**src/assert_macros.svh**
```systemverilog
// assertion macros shared by the rtl of the fixed width bit packer
// no dependencies; empty bodies when SYNTHESIS is defined
`ifndef ASSERT_MACROS_SVH
`define ASSERT_MACROS_SVH
`ifndef SYNTHESIS
// property must hold at every clock edge outside reset
`define FWBP_ASSERT(label, clk, rst_n, prop) \
	label: assert property (@(posedge clk) disable iff (!rst_n) (prop)) \
		else $error("fwbp assertion failed");
// expression must never be true outside reset
`define FWBP_NEVER(label, clk, rst_n, expr) \
	label: assert property (@(posedge clk) disable iff (!rst_n) !(expr)) \
		else $error("fwbp forbidden condition seen");
`else
`define FWBP_ASSERT(label, clk, rst_n, prop)
`define FWBP_NEVER(label, clk, rst_n, expr)
`endif
`endif

```
**src/fwbp_pkg.sv**
```systemverilog
// package of the fixed width bit packer: widths, constants and the result type
// used by fwbp_pack and fixed_width_bit_packer_unit
package fwbp_pkg;

	localparam int SAMPLE_W  = 16;
	localparam int WIDTH_W   = 5;
	localparam int BYTE_W    = 8;
	localparam int PEND_W    = 7;
	localparam int PCNT_W    = 3;
	localparam int ACC_W     = PEND_W + SAMPLE_W;
	localparam int ALIGN_W   = 24;
	localparam int TOTAL_W   = 5;
	localparam int MAX_BYTES = 3;
	localparam int NCNT_W    = 2;

	localparam logic [WIDTH_W-1:0] MAX_WIDTH   = 5'd16;
	localparam logic [WIDTH_W-1:0] RESET_WIDTH = 5'd12;

	typedef logic [BYTE_W-1:0] byte_t;

	// what one sample turns into
	typedef struct packed {
		byte_t [MAX_BYTES-1:0]  bytes;
		logic [MAX_BYTES-1:0]   last;
		logic [NCNT_W-1:0]      count;
		logic [PEND_W-1:0]      next_bits;
		logic [PCNT_W-1:0]      next_cnt;
	} pack_res_t;

endpackage

```
**src/fwbp_pack.sv**
```systemverilog
// combinational packing of one sample onto the pending bits
// depends on fwbp_pkg
module fwbp_pack (
	input  logic [fwbp_pkg::SAMPLE_W-1:0] sample,
	input  logic                          end_of_block,
	input  logic [fwbp_pkg::WIDTH_W-1:0]  bit_width,
	input  logic [fwbp_pkg::PEND_W-1:0]   pend_bits,
	input  logic [fwbp_pkg::PCNT_W-1:0]   pend_cnt,
	output fwbp_pkg::pack_res_t           res
);

	logic [fwbp_pkg::WIDTH_W-1:0]   w;
	logic [fwbp_pkg::SAMPLE_W-1:0]  mask;
	logic [fwbp_pkg::SAMPLE_W-1:0]  smask;
	logic [fwbp_pkg::ACC_W-1:0]     acc;
	logic [fwbp_pkg::TOTAL_W-1:0]   total;
	logic [fwbp_pkg::TOTAL_W-1:0]   shamt;
	logic [fwbp_pkg::ALIGN_W-1:0]   aligned;
	logic [fwbp_pkg::PCNT_W-1:0]    rem;
	logic [fwbp_pkg::PEND_W-1:0]    rem_mask;
	logic [fwbp_pkg::NCNT_W-1:0]    n;

	always_comb begin
		w     = (bit_width > fwbp_pkg::MAX_WIDTH) ? fwbp_pkg::MAX_WIDTH : bit_width;
		mask  = ~({fwbp_pkg::SAMPLE_W{1'b1}} << w);
		smask = sample & mask;
		acc   = (fwbp_pkg::ACC_W'(pend_bits) << w) | fwbp_pkg::ACC_W'(smask);
		total = fwbp_pkg::TOTAL_W'(pend_cnt) + w;
		// left align so the earliest bit lands in bit 23, padding zeros below
		shamt   = fwbp_pkg::TOTAL_W'(fwbp_pkg::ALIGN_W) - total;
		aligned = fwbp_pkg::ALIGN_W'({1'b0, acc} << shamt);
		rem      = total[fwbp_pkg::PCNT_W-1:0];
		rem_mask = (fwbp_pkg::PEND_W'(1) << rem) - fwbp_pkg::PEND_W'(1);
		n = total[fwbp_pkg::TOTAL_W-1:fwbp_pkg::PCNT_W]
			+ fwbp_pkg::NCNT_W'(end_of_block && (rem != '0));

		res.bytes[0] = aligned[23:16];
		res.bytes[1] = aligned[15:8];
		res.bytes[2] = aligned[7:0];
		for (int i = 0; i < fwbp_pkg::MAX_BYTES; i++) begin
			res.last[i] = end_of_block && (n == fwbp_pkg::NCNT_W'(i + 1));
		end
		res.count = n;
		if (end_of_block) begin
			res.next_bits = '0;
			res.next_cnt  = '0;
		end else begin
			res.next_bits = acc[fwbp_pkg::PEND_W-1:0] & rem_mask;
			res.next_cnt  = rem;
		end
	end

endmodule

```
**src/fixed_width_bit_packer_unit.sv**
```systemverilog
// top level of the fixed width bit packer: input register, packing logic, byte queue
// depends on fwbp_pkg, fwbp_pack and assert_macros.svh
//
// Packs the low bit_width bits (0..16, larger values act as 16) of each sample into
// a byte stream, earliest bit in bit 7, no gaps. A sample flagged end_of_block
// flushes any partial byte with zero padding and marks its final byte last_byte.
// A sample is registered, then packed combinationally into a three entry byte queue,
// which drains one byte per cycle while byte_stall is low. A held sample loads once
// the queue is empty or its last byte leaves; sample_stall holds the input till then,
// and the output byte per cycle sets the sample rate. An accepted sample passes the
// input register and then the byte queue before its first byte appears. bit_width
// is to be written by the user through cfg_valid/cfg_ready while no transaction is in
// flight; the block itself does not enforce it.
`include "assert_macros.svh"
module fixed_width_bit_packer_unit (
	input  logic                          clk,
	input  logic                          arst_n,
	input  logic                          cfg_valid,
	output logic                          cfg_ready,
	input  logic [fwbp_pkg::WIDTH_W-1:0]  bit_width,
	input  logic                          sample_valid,
	output logic                          sample_stall,
	input  logic [fwbp_pkg::SAMPLE_W-1:0] sample,
	input  logic                          end_of_block,
	output logic                          byte_valid,
	input  logic                          byte_stall,
	output logic [fwbp_pkg::BYTE_W-1:0]   packed_byte,
	output logic                          last_byte
);

	logic [fwbp_pkg::WIDTH_W-1:0]   width_q;
	logic                           valid_s1;
	logic [fwbp_pkg::SAMPLE_W-1:0]  sample_s1;
	logic                           eob_s1;
	logic [fwbp_pkg::PEND_W-1:0]    pend_bits_q;
	logic [fwbp_pkg::PCNT_W-1:0]    pend_cnt_q;
	fwbp_pkg::byte_t [fwbp_pkg::MAX_BYTES-1:0] buf_q;
	logic [fwbp_pkg::MAX_BYTES-1:0] last_q;
	logic [fwbp_pkg::NCNT_W-1:0]    cnt_q;
	fwbp_pkg::pack_res_t            res;
	logic                           pop;
	logic                           load;
	logic                           accept;

	assign cfg_ready = 1'b1;

	always_ff @(posedge clk or negedge arst_n) begin
		if (!arst_n) begin
			width_q <= fwbp_pkg::RESET_WIDTH;
		end else if (cfg_valid && cfg_ready) begin
			width_q <= bit_width;
		end
	end

	fwbp_pack u_pack (
		.sample       (sample_s1),
		.end_of_block (eob_s1),
		.bit_width    (width_q),
		.pend_bits    (pend_bits_q),
		.pend_cnt     (pend_cnt_q),
		.res          (res)
	);

	assign byte_valid  = (cnt_q != '0);
	assign packed_byte = buf_q[0];
	assign last_byte   = last_q[0];
	assign pop         = byte_valid && !byte_stall;
	// queue free once its last byte leaves this cycle
	assign load         = valid_s1 && ((cnt_q == '0) || ((cnt_q == 2'd1) && pop));
	assign sample_stall = valid_s1 && !load;
	assign accept       = sample_valid && !sample_stall;

	always_ff @(posedge clk or negedge arst_n) begin
		if (!arst_n) begin
			valid_s1 <= 1'b0;
		end else if (accept) begin
			valid_s1 <= 1'b1;
		end else if (load) begin
			valid_s1 <= 1'b0;
		end
	end

	always_ff @(posedge clk) begin
		if (accept) begin
			sample_s1 <= sample;
			eob_s1    <= end_of_block;
		end
	end

	always_ff @(posedge clk or negedge arst_n) begin
		if (!arst_n) begin
			pend_bits_q <= '0;
			pend_cnt_q  <= '0;
			cnt_q       <= '0;
			last_q      <= '0;
		end else if (load) begin
			pend_bits_q <= res.next_bits;
			pend_cnt_q  <= res.next_cnt;
			cnt_q       <= res.count;
			last_q      <= res.last;
		end else if (pop) begin
			cnt_q  <= cnt_q - 2'd1;
			last_q <= {1'b0, last_q[fwbp_pkg::MAX_BYTES-1:1]};
		end
	end

	always_ff @(posedge clk) begin
		if (load) begin
			buf_q <= res.bytes;
		end else if (pop) begin
			buf_q[0] <= buf_q[1];
			buf_q[1] <= buf_q[2];
		end
	end

	// the last byte of a block is the final queued entry
	`FWBP_ASSERT(a_last_is_final, clk, arst_n, (byte_valid && last_byte) |-> (cnt_q == 2'd1))
	// a flushed block leaves nothing pending
	`FWBP_ASSERT(a_flush_clears, clk, arst_n, (load && eob_s1) |=> (pend_cnt_q == '0))
	// pending bits above the pending count stay zero
	`FWBP_NEVER(a_pend_clean, clk, arst_n, (pend_bits_q >> pend_cnt_q) != '0)
	// stall only when a sample is held in the input register
	`FWBP_NEVER(a_stall_held, clk, arst_n, sample_stall && !valid_s1)

endmodule
```
**config.mk**
```make
export PLATFORM = sky130hd
export DESIGN_NAME = fixed_width_bit_packer_unit
export DESIGN_NICKNAME = d
export VERILOG_FILES = /design/src/fwbp_pkg.sv /design/src/fwbp_pack.sv /design/src/fixed_width_bit_packer_unit.sv
export VERILOG_INCLUDE_DIRS = /design/src /design/src/src
export SDC_FILE = /design/constraint.sdc
export NUM_CORES = 1
export LEC_CHECK = 0
export BUFFER_PORTS_ARGS = -buffer_cell sky130_fd_sc_hd__buf_2
export CAP_MARGIN = 10
export CORE_ASPECT_RATIO = 0.6
export CORE_MARGIN = 2
export CORE_UTILIZATION = 66
export DETAILED_ROUTE_END_ITERATION = 12
export GPL_ROUTABILITY_DRIVEN = 0
export PLACE_DENSITY = 0.86
export SYNTH_ARGS = -nofsm -noshare
export SYNTH_HDL_FRONTEND = slang
export SYNTH_SLANG_ARGS = --single-unit
```
**constraint.sdc**
```tcl
create_clock -name clk -period 7.86 [get_ports clk]
set_clock_uncertainty 0.1 [all_clocks]
set_input_delay 1.572 -clock clk [delete_from_list [all_inputs] [get_ports clk]]
set_output_delay 1.572 -clock clk [all_outputs]
set_load 0.01 [all_outputs]
```
==> run summary <==
Pre-CTS WS: 1600 ps
Worst-Skew Late Latency: 340 ps
Slew HR: 0.200
Synth area leader: edfxtp_1
Ys Warns: 0
Initial antenna violation count: 0
Placed Area: 5250 µm²
Final setup violation count: 0
First-pass GRT wire length: 24900 µm
1st-iter DRT viols: 1028
CP Capture Type: register
Area Overhead vs Synth: 7.48%
Post-synth EDFFs: 41
FMAX: 149 MHz
Met2 wire len: 6280 µm
Final Hold Vio Count: 0
Cts hold-fix bufs: 0
I/O Pins: 39
CP Max Fanout: 36
TritonCTS buffer count: 9
Clk slew on worst S/H paths: 60 ps
Total GRT Usage: 0.372
Worst slew pin tran: 1190 ps
Core area: 7420 µm²
Met3 routed WL: 2550 µm
Syn_area_per_cell: 8.60 µm²
Synth top area cells: edfxtp_1 (24%), dfrtp_1 (9.2%), nand2_1 (4.7%), o21ai_0 (3.7%), mux2i_1 (3.5%)
Count leader, synth: nand2_1
Port Buf Inserts: 37
Final instance area: 5550 µm²
CTS H-tree depth: 3
Mapped cell area: 5170 µm²
Total power draw: 2.55 mW
Grt ovf: 0
Diode count: 0
Detailed placement HPWL: 10900 µm
Synth top cells by count: nand2_1 (64), nor2_1 (45), edfxtp_1 (41), o21ai_0 (38)
CTS sink cnt: 62
Worst VDD drop: 0.373 mV
Slew Limit Fails: 0
Final wirelength: 15500 µm
RSZ-0062 raised after global routing: no
Critical path startpoint: width_q[0]
DRC: 0
Largest net degree at the start of global routing: 49
PostCTS Resize Cnt: 0
M1 WL: 6210 µm
Worst r2r src: width_q[0]
Routed vias/inst: 7.41
Sequential share of the synthesized area: 0.341
Distinct cells, synth: 87
Cell count after synthesis: 601
CTS tree: yes
Critical Path RT: 7910 ps
Final TNS setup: 0 ps
Main synth FF type: edfxtp_1
Fin crit share: 0.853
Vias in the first global route: 4788
Outcome: finished clean
Die Y-Extent: 72.5 µm
Max cap viols: 0
Worst Hold Class: register to register
Worst hold start: buf_q[13]
Clock root buffer: clkbuf_16
Die Width: 118 µm
Mapped Nets: 636
Max Root-Sink Buffers: 2
Setup crit start kind: register
Routed via count: 5244
Row cnt: 24
Share of layout cells above drive strength 1: 0.151
PD cells: 459 nW/µm²
CP Data Arrival Time: 6760 ps
Nets: 634
Starting density of the core: 0.697
ANT nets after route: 0
Critical setup path kind: register to register
Leak Pwr: 2.12 nW
Die area: 8570 µm²
PnR worst setup slack: 1160 ps
# Post-CTS Setup Buffers: 0
Post-synth ARST share: 0.339
Post-synth top area share: 0.238
Flops & latches, synth: 62
DR top layer: met4
Wire length per cell: 21.9 µm
Min Tclk post-route: 6700 ps
Final Util: 0.749
DRT Pass-1 Iters: 6
final cells by class:
cell class,instances,area [µm²]
fillers,549,1860
well taps,104,130
repair buffers,44,238
clock inverters,5,38.8
flip-flops and latches,62,1760
inverters,21,78.8
clock buffers,11,264
multi-input cells,461,3040
worst max-delay path: stages, from the launching register on:
cell and delay, ps:
dfrtp_1 1030, nor2b_1 450, ha_1 920, inv_1 660
nand2_1 410, inv_1 200, ha_1 930, inv_1 610
nand2_1 280, o21ai_0 130, a221oi_1 370, mux2i_1 150
o21ai_0 250
sequential cells by signal, summed over array words and instances (netlist names):
name	flops
buf_q	16
sample_s1	16
packed_byte	8
pend_bits_q	7
width_q	5
last_q	3
pend_cnt_q	3
cnt_q	2
eob_s1	1
valid_s1	1
kinds of logic (layout without fill, tap and decap cells):
kind of cell | Yosys count | count (layout) | share of synthesized area
AOI/OAI and AO/OA | 197 | 197 | 0.278
other | 1 | 1 | 0.000726
xor gates and xnor gates | 10 | 10 | 0.0184
muxes | 30 | 30 | 0.0654
and+or+nand+nor | 214 | 214 | 0.205
buffers and inverters | 78 | 81 | 0.0702
adders and majority gates | 9 | 9 | 0.0213
DFF | 62 | 62 | 0.341
worst paths after layout:
kind                            slack, ps             end  depth (start not counted)
min in group asynchronous            1100   pend_cnt_q[1]                          1
worst min register to register        440  packed_byte[5]                          1
worst max register to register       1160       buf_q[15]                         12
max in group asynchronous            6200      width_q[3]                          1
worst max-delay path                 1160       buf_q[15]                         12
worst min-delay path                  440  packed_byte[5]                          1
cell usage in the layout (no fill, tap or decap), types with 5 or more instances in the layout:
cell       Yosys  routed
buf_4          9       7
mux2i_1       18      18
o221ai_1       7       7
nor2b_1        8       8
a21oi_1       29      29
mux2_2        10      10
buf_2         11      37
xnor2_1        5       5
o31ai_1        6       6
ha_1           8       8
a31oi_1        9       9
nand3_1       23      23
nand2_1       64      64
a32o_1         6       6
a211oi_1      15      15
a22oi_1        6       6
and2_1        12      12
inv_1         18      18
dfrtp_1       19      19
a222oi_1       5       5
a21o_1         7       7
o211ai_1       6       6
nor3_1        22      22
nor2_1        45      45
nand2b_1       7       7
edfxtp_1      41      41
and3_1         7       7
clkbuf_16      0      10
o21ai_0       38      38
stage by stage:
step / std cells / hold slack [ps]
after floorplan: 601 / 355
after global placement: 692 / 378
after detailed placement: 692 / 408
after CTS: 708 / 422
after global routing: 708 / 458
final: 708 / 444
metal layers:
layer,vias to the layer above,GRT usage
met5,-,0
li1,2287,-
met4,0,0.122
met1,2419,0.514
met3,66,0.153
met2,472,0.532
power breakdown:
| group | switching (mW) | internal (mW) | total, mW |
|---|---|---|---|
| clock | 0.155 | 0.243 | 0.398 |
| sequential | 0.106 | 0.529 | 0.635 |
| combinational | 0.994 | 0.520 | 1.51 |
| total | 1.25 | 1.29 | 2.55 |
Note: power is estimated with default switching activity, not from simulation.
